## config.mk

```make
export PLATFORM = sky130hd
export DESIGN_NAME = kti_controller
export DESIGN_NICKNAME = d
export VERILOG_FILES = /design/src/hw/rtl/keyframe_track_interpolator_macros.svh /design/src/hw/rtl/kti_pkg.sv /design/src/hw/rtl/kti_controller.sv
export SDC_FILE = /design/constraint.sdc
export NUM_CORES = 1
export LEC_CHECK = 0
export BUFFER_PORTS_ARGS = -buffer_cell sky130_fd_sc_hd__buf_2
export CAP_MARGIN = 0
export CORE_AREA = 3 3 40 42
export CTS_BUF_LIST = sky130_fd_sc_hd__clkbuf_16
export DETAILED_ROUTE_END_ITERATION = 16
export DIE_AREA = 0 0 43 45
export PLACE_DENSITY_LB_ADDON = 0.12
export SYNTH_ARGS = -nofsm -noshare
export SYNTH_HDL_FRONTEND = slang
export SYNTH_SLANG_ARGS = --single-unit
```

## constraint.sdc

```tcl
create_clock -name clock -period 2.45 [get_ports clock]
set_input_delay 0.49 -clock clock [delete_from_list [all_inputs] [get_ports clock]]
set_output_delay 0.49 -clock clock [all_outputs]
set_load 0.01 [all_outputs]
```

## src/hw/rtl/keyframe_track_interpolator_macros.svh

```systemverilog
// Assertion macros for the keyframe track interpolator.
// Depends on nothing; included by the top level.
`ifndef KEYFRAME_TRACK_INTERPOLATOR_MACROS_SVH
`define KEYFRAME_TRACK_INTERPOLATOR_MACROS_SVH

// implication check, reset-gated
`define KTI_ASSERT_IMP(label, clk, rst, ante, cons, msg) \
   label: assert property (@(posedge clk) disable iff (rst) (ante) |-> (cons)) else $error(msg);

// next-cycle implication check, reset-gated
`define KTI_ASSERT_NEXT(label, clk, rst, ante, cons, msg) \
   label: assert property (@(posedge clk) disable iff (rst) (ante) |=> (cons)) else $error(msg);

`endif

```

## src/hw/rtl/kti_pkg.sv

```systemverilog
// Package for the keyframe track interpolator: widths, codes, control structs.
// Depends on nothing.
package kti_pkg;
   localparam int MaxKeys = 256;
   localparam int IdxW = $clog2(MaxKeys);
   localparam int CntW = IdxW + 1;
   localparam int TimeW = 24;
   localparam int CompW = 32;
   localparam int CmdW = 2;
   localparam int AddrW = 4;
   localparam int DivBits = 40;

   localparam logic [CmdW-1:0] CMD_WRITE = 2'd0;
   localparam logic [CmdW-1:0] CMD_SAMPLE = 2'd1;
   localparam logic [CmdW-1:0] CMD_TICK = 2'd2;

   localparam logic [AddrW-1:0] ADDR_KEY_COUNT = 4'h0;
   localparam logic [AddrW-1:0] ADDR_DURATION = 4'h4;
   localparam logic [AddrW-1:0] ADDR_STEP = 4'h8;

   typedef struct packed {
      logic             write_key;
      logic             start_tick;
      logic             start_search;
      logic             load_time;
      logic             read_key;
      logic             compare;
      logic             div_start;
      logic             blend;
      logic             load_out;
   } ctrl_type;

   typedef struct packed {
      logic             search_hit;
      logic             search_end;
      logic             tick_done;
      logic             div_done;
   } status_type;
endpackage

```

## src/hw/rtl/kti_controller.sv

```systemverilog
// Controller state machine: sequences write, tick, search, divide and blend.
// Depends on kti_pkg.
module kti_controller (
   input  logic                  clock,
   input  logic                  reset,
   input  logic                  req_valid,
   output logic                  req_ready,
   input  logic [1:0]            req_command,
   output logic                  rsp_valid,
   input  logic                  rsp_ready,
   output logic                  use_playback,
   output kti_pkg::ctrl_type     ctrl,
   input  kti_pkg::status_type   status
);
   import kti_pkg::*;

   localparam logic [3:0] S_IDLE = 4'd0;
   localparam logic [3:0] S_TICK = 4'd1;
   localparam logic [3:0] S_LOAD = 4'd2;
   localparam logic [3:0] S_READ = 4'd3;
   localparam logic [3:0] S_CMP = 4'd4;
   localparam logic [3:0] S_DIV = 4'd5;
   localparam logic [3:0] S_BLEND = 4'd6;
   localparam logic [3:0] S_OUT = 4'd7;
   localparam logic [3:0] S_HOLD = 4'd8;
   localparam logic [3:0] S_DSTART = 4'd9;

   logic [3:0] state_ff, state_in;
   logic [1:0] bcnt_ff, bcnt_in;
   logic rsp_valid_ff, rsp_valid_in;
   logic accept;

   assign req_ready = (state_ff == S_IDLE) && !rsp_valid_ff;
   assign accept = req_valid && req_ready;
   assign rsp_valid = rsp_valid_ff;
   assign use_playback = (state_ff == S_LOAD);

   always_comb begin
      state_in = state_ff;
      bcnt_in = bcnt_ff;
      rsp_valid_in = rsp_valid_ff && !rsp_ready;
      ctrl = '0;
      unique case (state_ff)
         S_IDLE: begin
            if (accept) begin
               unique case (req_command)
                  CMD_WRITE: ctrl.write_key = 1'b1;
                  CMD_SAMPLE: begin
                     ctrl.load_time = 1'b1;
                     state_in = S_READ;
                  end
                  CMD_TICK: begin
                     ctrl.start_tick = 1'b1;
                     state_in = S_TICK;
                  end
                  default: state_in = S_IDLE;
               endcase
            end
         end
         S_TICK: if (status.tick_done) state_in = S_LOAD;
         S_LOAD: begin
            ctrl.load_time = 1'b1;
            state_in = S_READ;
         end
         S_READ: state_in = S_CMP;
         S_CMP: begin
            ctrl.compare = 1'b1;
            if (status.search_hit) state_in = S_DSTART;
            else if (status.search_end) state_in = S_OUT;
            else state_in = S_READ;
         end
         S_DSTART: begin
            ctrl.div_start = 1'b1;
            state_in = S_DIV;
         end
         S_DIV: begin
            bcnt_in = 2'd0;
            if (status.div_done) state_in = S_BLEND;
         end
         S_BLEND: begin
            ctrl.blend = 1'b1;
            bcnt_in = bcnt_ff + 2'd1;
            if (bcnt_ff == 2'd2) state_in = S_OUT;
         end
         S_OUT: begin
            ctrl.load_out = 1'b1;
            state_in = S_HOLD;
         end
         S_HOLD: begin
            rsp_valid_in = 1'b1;
            state_in = S_IDLE;
         end
         default: state_in = S_IDLE;
      endcase
   end

   always_ff @(posedge clock) begin
      if (reset) begin
         state_ff <= S_IDLE;
         rsp_valid_ff <= 1'b0;
         bcnt_ff <= '0;
      end else begin
         state_ff <= state_in;
         rsp_valid_ff <= rsp_valid_in;
         bcnt_ff <= bcnt_in;
      end
   end
endmodule

```

==> flow_summary.json, run 1 <==
{
  "outcome": "finished clean",
  "port_buffers": 19,
  "drt.antenna.violating_nets": 0,
  "fmax_mhz": 455,
  "p_per_area_mw_per_mm2": 681,
  "first_global_vias": 547,
  "min_period_ns": 2.20,
  "max-cap-violations": 0,
  "gp_congestion": 0.791,
  "yosysSeqAreaShare_pct": 24.6,
  "final_max_slew_viol_count": 0,
  "synth_area_leader_cell": "dfxtp_1",
  "clkSinkCount": 7,
  "regToRegEndpoint": "state_ff[0]",
  "start_kind": "flop",
  "ys_warn_count": 0,
  "htree_levels": 1,
  "postCtsHoldBufs": 0,
  "critPathCaptureType": "output pin",
  "synth.area.top_cells": "dfxtp_1 (25%), ha_1 (8.8%), a21oi_1 (7.0%)",
  "nets": 109,
  "track_usage_pct": 16.9,
  "min_path_cells": 2,
  "coreArea_mm2": 0.00128,
  "area_delta_synth_final_pct": 32.7,
  "postSynthAreaPerCell_um2": 7.80,
  "first_iter_violations": 20,
  "die_w_um": 43,
  "drc": 0,
  "viasPerCell": 5.40,
  "synth_ff_type": "dfxtp_1",
  "ys_seq_elements": 7,
  "p_leak_nw": 0.364,
  "cpPeakStageDelay_ns": 0.57,
  "dr.pass1.iters": 4,
  "crit_type": "flop to output pin",
  "worstHoldStart": "rsp_valid",
  "post_cts_buffers": 0,
  "clkLatencyLatePin_ns": 0.23,
  "rsz0062_at_grt": "false",
  "path_cells": "or4_4 > nor2_1 > and2_1 > buf_2",
  "initial_core_util_pct": 44.3,
  "grt-ovfl-total": 0,
  "setup-tns-final_ns": 0,
  "layout.cells.non_filler": 109,
  "synth_top_cell_area_share_pct": 24.6,
  "final_common_cell": "buf_2",
  "critPathMaxFanout": 13,
  "syn_area_um2": 569,
  "die_area_mm2": 0.00194,
  "cts-buffers-inserted": 3,
  "antenna_found_initial": 0,
  "grt_max_degree": 16,
  "holdPathEnd": "rsp_valid",
  "drive_gt1_share_pct": 29.8,
  "crit_required_ns": 1.96,
  "synth_cell_types": 30,
  "clock_skew_ns": 0.00267,
  "nFillCells": 122,
  "rows": 13,
  "cts_root_buf": "clkbuf_16",
  "cts_tree": "done",
  "netlist_instances": 73,
  "cts_max_path_buffers": 2,
  "clk_pin_slew_ns": 0.04,
  "cts_resized": 0,
  "rrSetupSlack_ns": 0.95,
  "r2r_start": "state_ff[0]",
  "setup_violations": 0,
  "ioPinCount": 22,
  "r2r_cells": 4,
  "min_path_type": "flop to flop",
  "hold_viol_final": 0,
  "grt_pass1_wl_um": 2420,
  "num_antenna_cells": 0,
  "wire_per_inst_um": 13.3,
  "cp.arrival_ns": 1.71,
  "routed_wl_um": 1450,
  "synth_enable_flop_cells": 0,
  "period_share_pct": 89.8,
  "placed_cells": 105,
  "async_flop_share_pct": 0,
  "cp_slowest_cell": "or4_4",
  "place_hpwl_um": 1020,
  "vdd_drop_max_mv": 0.459,
  "num_vias": 589,
  "dieHeight_um": 45,
  "final_cell_mix": "buf_2 (19), nor2_1 (9), a21oi_1 (8)"
}
state kept, by name, summed over array words and instances (netlist names):
name,cells
state_ff,4
bcnt_ff,2
rsp_valid,1
cell usage after synthesis (all sizes together) (3+ instances only):
cell,number
dfxtp,7
inv,3
nand2,3
nor2b,3
buf,4
ha,4
nor3,3
nand2b,5
nor2,9
a21oi,8
metal layers:
metal  share of wire, %  wire length (um)  GRT usage, %
met5                  0                 0             0
met1                 43               629          21.3
met3                7.6               110          6.37
met2                 48               697          25.7
met4               0.96                14          7.83
power by group:
part	leakage, nW	switching [W]	internal (W)	total [W]
logic	0.265	0.0000534	0.0000542	0.000108
clock network	0.0423	0.0000650	0.000213	0.000278
registers	0.0567	0.00000915	0.000120	0.000129
total	0.364	0.000127	0.000387	0.000514
worst max-delay path, delay by kind of cell (launching register included):
family / cells / cell delay (ns)
buf+inv: 1 / 0.12
flops: 1 / 0.41
simple gates: 3 / 0.94
kinds of logic (layout without fill, tap and decap cells):
group                    Yosys count  count (layout)  share of synthesized area, %
multiplexers                       2               2                          3.52
AND/OR/NAND/NOR                   35              35                          36.5
other                              1               2                         0.659
flip-flops                         7               7                          24.6
adder cells (fa/ha/maj)            4               4                          8.79
AO/OA/AOI/OAI                     15              15                          18.2
buffers and inverters              9              29                          7.69
worst max-delay path by stage:
stage	start	to	slack (ns)	depth (start not counted)
final	state_ff[0]	ctrl[8]	0.25	4
after global routing	state_ff[0]	ctrl[7]	0.18	4
after CTS	state_ff[0]	ctrl[8]	0.26	4
after detailed placement	state_ff[0]	ctrl[8]	0.55	4
after global placement	state_ff[0]	ctrl[7]	0.59	4
after floorplan	state_ff[2]	ctrl[7]	0.77	3
area by class of cell:
class | instances | area, um2 | area share, %
multi-input cells | 58 | 389 | 51.5
flip-flops and latches | 7 | 140 | 18.5
repair buffers | 22 | 118 | 15.6
clock buffers | 3 | 75.1 | 9.93
well taps | 15 | 18.8 | 2.48
inverters | 3 | 11.3 | 1.49
clock inverters | 1 | 3.75 | 0.497
through the flow:
step	total power (W)	setup WS, ns	cell area (um2)	utilization, %	hold WS, ns
global route	0.000539	0.175	756	58.8	0.538
detailed placement	0.000236	0.550	677	52.7	0.495
finish	0.000514	0.251	756	58.8	0.496
floorplan	0.000205	0.769	573	-	0.481
CTS	0.000518	0.259	756	58.8	0.502
global placement	0.000235	0.594	677	52.7	0.491
Note: power is estimated with default switching activity, not from simulation.
==> run 2, diff against run 1 <==
- CTS_BUF_LIST: sky130_fd_sc_hd__clkbuf_16 -> unset
- clock period: 2.45 -> 2.1 ns (I/O delays scaled with it)
==> run 2 against run 1 <==
Effect of this change: clock power shrank 59%; largest cell class unchanged; critical path depth is the same; worst hold slack lost 0.059 ns; die area is the same; clock skew grew 0.0013 ns; count of clock-buffer cells in the layout grew 1.
==> flow_summary.json, run 2 (synthesis results as in run 1) <==
{
  "first_iter_violations": 9,
  "placed_cells": 106,
  "p_leak_nw": 0.342,
  "nets": 110,
  "track_usage_pct": 14.1,
  "wire_per_inst_um": 11.4,
  "max-cap-violations": 0,
  "crit_type": "flop to output pin",
  "viasPerCell": 5.23,
  "first_global_vias": 493,
  "finalPower_w": 0.000391,
  "num_vias": 575,
  "antenna_found_initial": 0,
  "layout.cells.non_filler": 110,
  "clkLatencyLatePin_ns": 0.24,
  "regMostFlops": "state_ff",
  "rows": 13,
  "worstSetupStartpoint": "state_ff[2]",
  "htree_levels": 1,
  "dr.pass1.iters": 5,
  "die_w_um": 43,
  "start_kind": "flop",
  "endpoint": "ctrl[7]",
  "grt_pass1_wl_um": 2080,
  "gp_congestion": 0.760,
  "r2r_cells": 5,
  "drt.antenna.violating_nets": 0,
  "p_per_area_mw_per_mm2": 551,
  "drc": 0,
  "period_share_pct": 91.5,
  "min_period_ns": 1.92,
  "final_cell_mix": "buf_2 (19), nor2_1 (9), a21oi_1 (8)",
  "whs_ns": 0.437,
  "ioPinCount": 22,
  "coreArea_mm2": 0.00128,
  "vdd_drop_max_mv": 0.360,
  "setup_ws_ns": 0.179,
  "cts_max_path_buffers": 2,
  "cts_tree": "done",
  "post_cts_buffers": 0,
  "num_antenna_cells": 0,
  "rsz0062_at_grt": "false",
  "min_path_type": "input port to flop",
  "drive_gt1_share_pct": 30.5,
  "final_max_slew_viol_count": 0,
  "outcome": "finished clean",
  "final_common_cell": "buf_2",
  "fmax_mhz": 521,
  "critPathMaxFanout": 3,
  "postCtsHoldBufs": 0,
  "die_area_mm2": 0.00194,
  "cts_root_buf": "clkbuf_4",
  "setup-tns-final_ns": 0,
  "clkSinkCount": 7,
  "regToRegEndpoint": "state_ff[0]",
  "hold_viol_final": 0,
  "dp_slack_ns": 0.432,
  "critPathCaptureType": "output pin",
  "rrSetupSlack_ns": 0.69,
  "setup_violations": 0,
  "largest_reg_flops": 4,
  "cts-buffers-inserted": 3,
  "grt_max_degree": 16,
  "r2r_start": "state_ff[1]",
  "clk_pin_slew_ns": 0.05,
  "cts_resized": 0,
  "crit_required_ns": 1.68,
  "port_buffers": 19,
  "routed_wl_um": 1250,
  "initial_core_util_pct": 44.3,
  "cp.arrival_ns": 1.50,
  "grt-ovfl-total": 0,
  "min_path_cells": 3,
  "area_delta_synth_final_pct": 24.8,
  "dieHeight_um": 45,
  "place_hpwl_um": 999,
  "clock_skew_ns": 0.00400
}
## run 2: metal layers
layer,track usage [%],wire length (um)
met1,18.9,587
met2,21.9,583
met3,2.39,80
met4,7.23,0
met5,0,0
## run 2: how the worst min path moves through the flow
stage	start	endpoint
global placement	rsp_valid	rsp_valid
finish	rsp_ready	rsp_valid
floorplan	bcnt_ff[1]	bcnt_ff[1]
global route	reset	state_ff[2]
CTS	rsp_ready	rsp_valid
detailed placement	rsp_valid	rsp_valid
## run 2: worst max-delay path, stage by stage, from the launching register on
cell and delay, ns:
dfxtp_1 0.31, or4_4 0.54, nor2_1 0.16, and2_1 0.14, buf_2 0.12
## run 2: through the flow
stage               area [um2]  util [%]
global placement           684      53.3
finish                     711      55.3
detailed placement         684      53.3
CTS                        711      55.3
global route               711      55.3
floorplan                  573         -
## run 2: layout make-up
cell class | count | area [um2]
Fill cell | 117 | 574
Multi-Input combinational cell | 58 | 389
Sequential cell | 7 | 140
Timing Repair Buffer | 23 | 125
Clock buffer | 4 | 26.3
Tap cell | 15 | 18.8
Inverter | 3 | 11.3
## run 2: power by group
part	total, W	internal (W)	switching [W]
combinational	0.000133	0.0000666	0.0000663
sequential	0.000143	0.000140	0.00000333
clock	0.000115	0.0000721	0.0000432
==> run 3, diff against run 2 <==
- clock period: 2.1 -> 2.2 ns (I/O delays scaled with it)
==> run 3 against run 2 <==
Effect of this change: final area down 1.1%; worst setup slack better by 0.017 ns; global-route usage is 0.74 points higher; utilization is 0.58 points lower; critical path type unchanged; largest power group unchanged.
==> flow_summary.json, run 3 (synthesis results as in run 1) <==
{
  "routed_wl_um": 1290,
  "holdPathEnd": "rsp_valid",
  "crit_type": "flop to output pin",
  "cts_max_path_buffers": 2,
  "rows": 13,
  "critPathCaptureType": "output pin",
  "crit_required_ns": 1.76,
  "rsz0062_at_grt": "false",
  "final_max_slew_viol_count": 0,
  "cts_tree": "done",
  "clkLatencyLatePin_ns": 0.24,
  "setup-tns-final_ns": 0,
  "rrSetupSlack_ns": 0.69,
  "layout.cells.non_filler": 109,
  "fmax_mhz": 499,
  "num_vias": 557,
  "track_usage_pct": 14.8,
  "cts_root_buf": "clkbuf_4",
  "ioPinCount": 22,
  "dr.pass1.iters": 4,
  "post_cts_buffers": 0,
  "place_hpwl_um": 1030,
  "min_period_ns": 2.00,
  "coreArea_mm2": 0.00128,
  "drive_gt1_share_pct": 29.8,
  "postCtsHoldBufs": 0,
  "hold_viol_final": 0,
  "cts_resized": 0,
  "p_comb_share_pct": 34.0,
  "switching_share_pct": 29.2,
  "die_area_mm2": 0.00194,
  "p_leak_nw": 0.336,
  "first_global_vias": 472,
  "clock_skew_ns": 0.000491,
  "port_buffers": 19,
  "worstHoldStart": "rsp_ready",
  "grt_pass1_wl_um": 2170,
  "area_delta_synth_final_pct": 23.5,
  "drc": 0,
  "drt.antenna.violating_nets": 0,
  "min_path_type": "input port to flop",
  "final_cell_mix": "buf_2 (19), nor2_1 (9), a21oi_1 (8)",
  "nFillCells": 125,
  "final_common_cell": "buf_2",
  "cts-buffers-inserted": 3,
  "clk_pin_slew_ns": 0.05,
  "r2r_start": "state_ff[3]",
  "fin_util_pct": 54.7,
  "p_per_area_mw_per_mm2": 533,
  "cp.arrival_ns": 1.56,
  "clkSinkCount": 7,
  "start_kind": "flop",
  "r2r_cells": 4,
  "largest_reg_flops": 4,
  "grt_max_degree": 16,
  "placed_cells": 105,
  "period_share_pct": 91.1,
  "p_sw_w": 0.000109,
  "grt-ovfl-total": 0,
  "antenna_found_initial": 0,
  "num_antenna_cells": 0,
  "wire_per_inst_um": 11.8,
  "regToRegEndpoint": "state_ff[0]",
  "vdd_drop_max_mv": 0.278,
  "p_int_w": 0.000266,
  "seqPwrFrac_pct": 36.6,
  "initial_core_util_pct": 44.3,
  "min_path_cells": 3,
  "gp_congestion": 0.742,
  "viasPerCell": 5.11,
  "setup_violations": 0,
  "critPathMaxFanout": 13,
  "regMostFlops": "state_ff",
  "nets": 109,
  "clkPwrFrac_pct": 29.4,
  "die_w_um": 43,
  "first_iter_violations": 11,
  "outcome": "finished clean",
  "htree_levels": 1,
  "max-cap-violations": 0,
  "dieHeight_um": 45
}
[run 3: changes by cell type in the layout (fill, tap and decap cells not counted), sizes merged]
cell / previous run / this run
buf: 23 / 22
[run 3: area by class of cell]
type | count | area, um2 | share of cell area, %
sequential | 7 | 140 | 19.9
clock buffer | 4 | 26.3 | 3.74
tap | 15 | 18.8 | 2.67
inverter | 3 | 11.3 | 1.60
timing repair buffer | 22 | 118 | 16.7
multi-input combinational | 58 | 389 | 55.3
[run 3: layer usage]
layer | share of wire, % | wire [um] | GRT usage (%)
met5 | 0 | 0 | 0
met2 | 47 | 610 | 22.2
met4 | 0 | 0 | 9.04
met1 | 49 | 624 | 20.3
met3 | 3.9 | 50 | 1.99
[run 3: worst max-delay path by stage]
stage	from	depth (start not counted)	endpoint
after global placement	state_ff[3]	4	ctrl[7]
after detailed placement	state_ff[3]	4	ctrl[8]
final	state_ff[3]	4	ctrl[8]
after floorplan	state_ff[2]	3	ctrl[7]
after global routing	state_ff[3]	4	ctrl[5]
after CTS	state_ff[3]	4	ctrl[8]
[run 3: through the flow]
stage	instance area, um2	power, W	setup slack [ns]	hold WS, ns
floorplan	573	0.000228	0.569	0.481
global placement	677	0.000266	0.491	0.485
detailed placement	677	0.000267	0.461	0.489
CTS	703	0.000383	0.185	0.449
global route	703	0.000409	0.0749	0.467
finish	703	0.000375	0.196	0.456
[run 3: worst max-delay path: stages (launching register included)]
cell and delay (ns):
dfxtp_1 0.41, or4_4 0.47, nor2_1 0.17, and2_1 0.14, buf_2 0.12
[run 3: power by group through the flow]
stage | clock network, W | registers, W | logic, W
detailed placement | 0 | 0.000140 | 0.000128
CTS | 0.000118 | 0.000137 | 0.000128
finish | 0.000110 | 0.000137 | 0.000128
global route | 0.000127 | 0.000138 | 0.000144
floorplan | 0 | 0.000141 | 0.0000874
global placement | 0 | 0.000140 | 0.000127
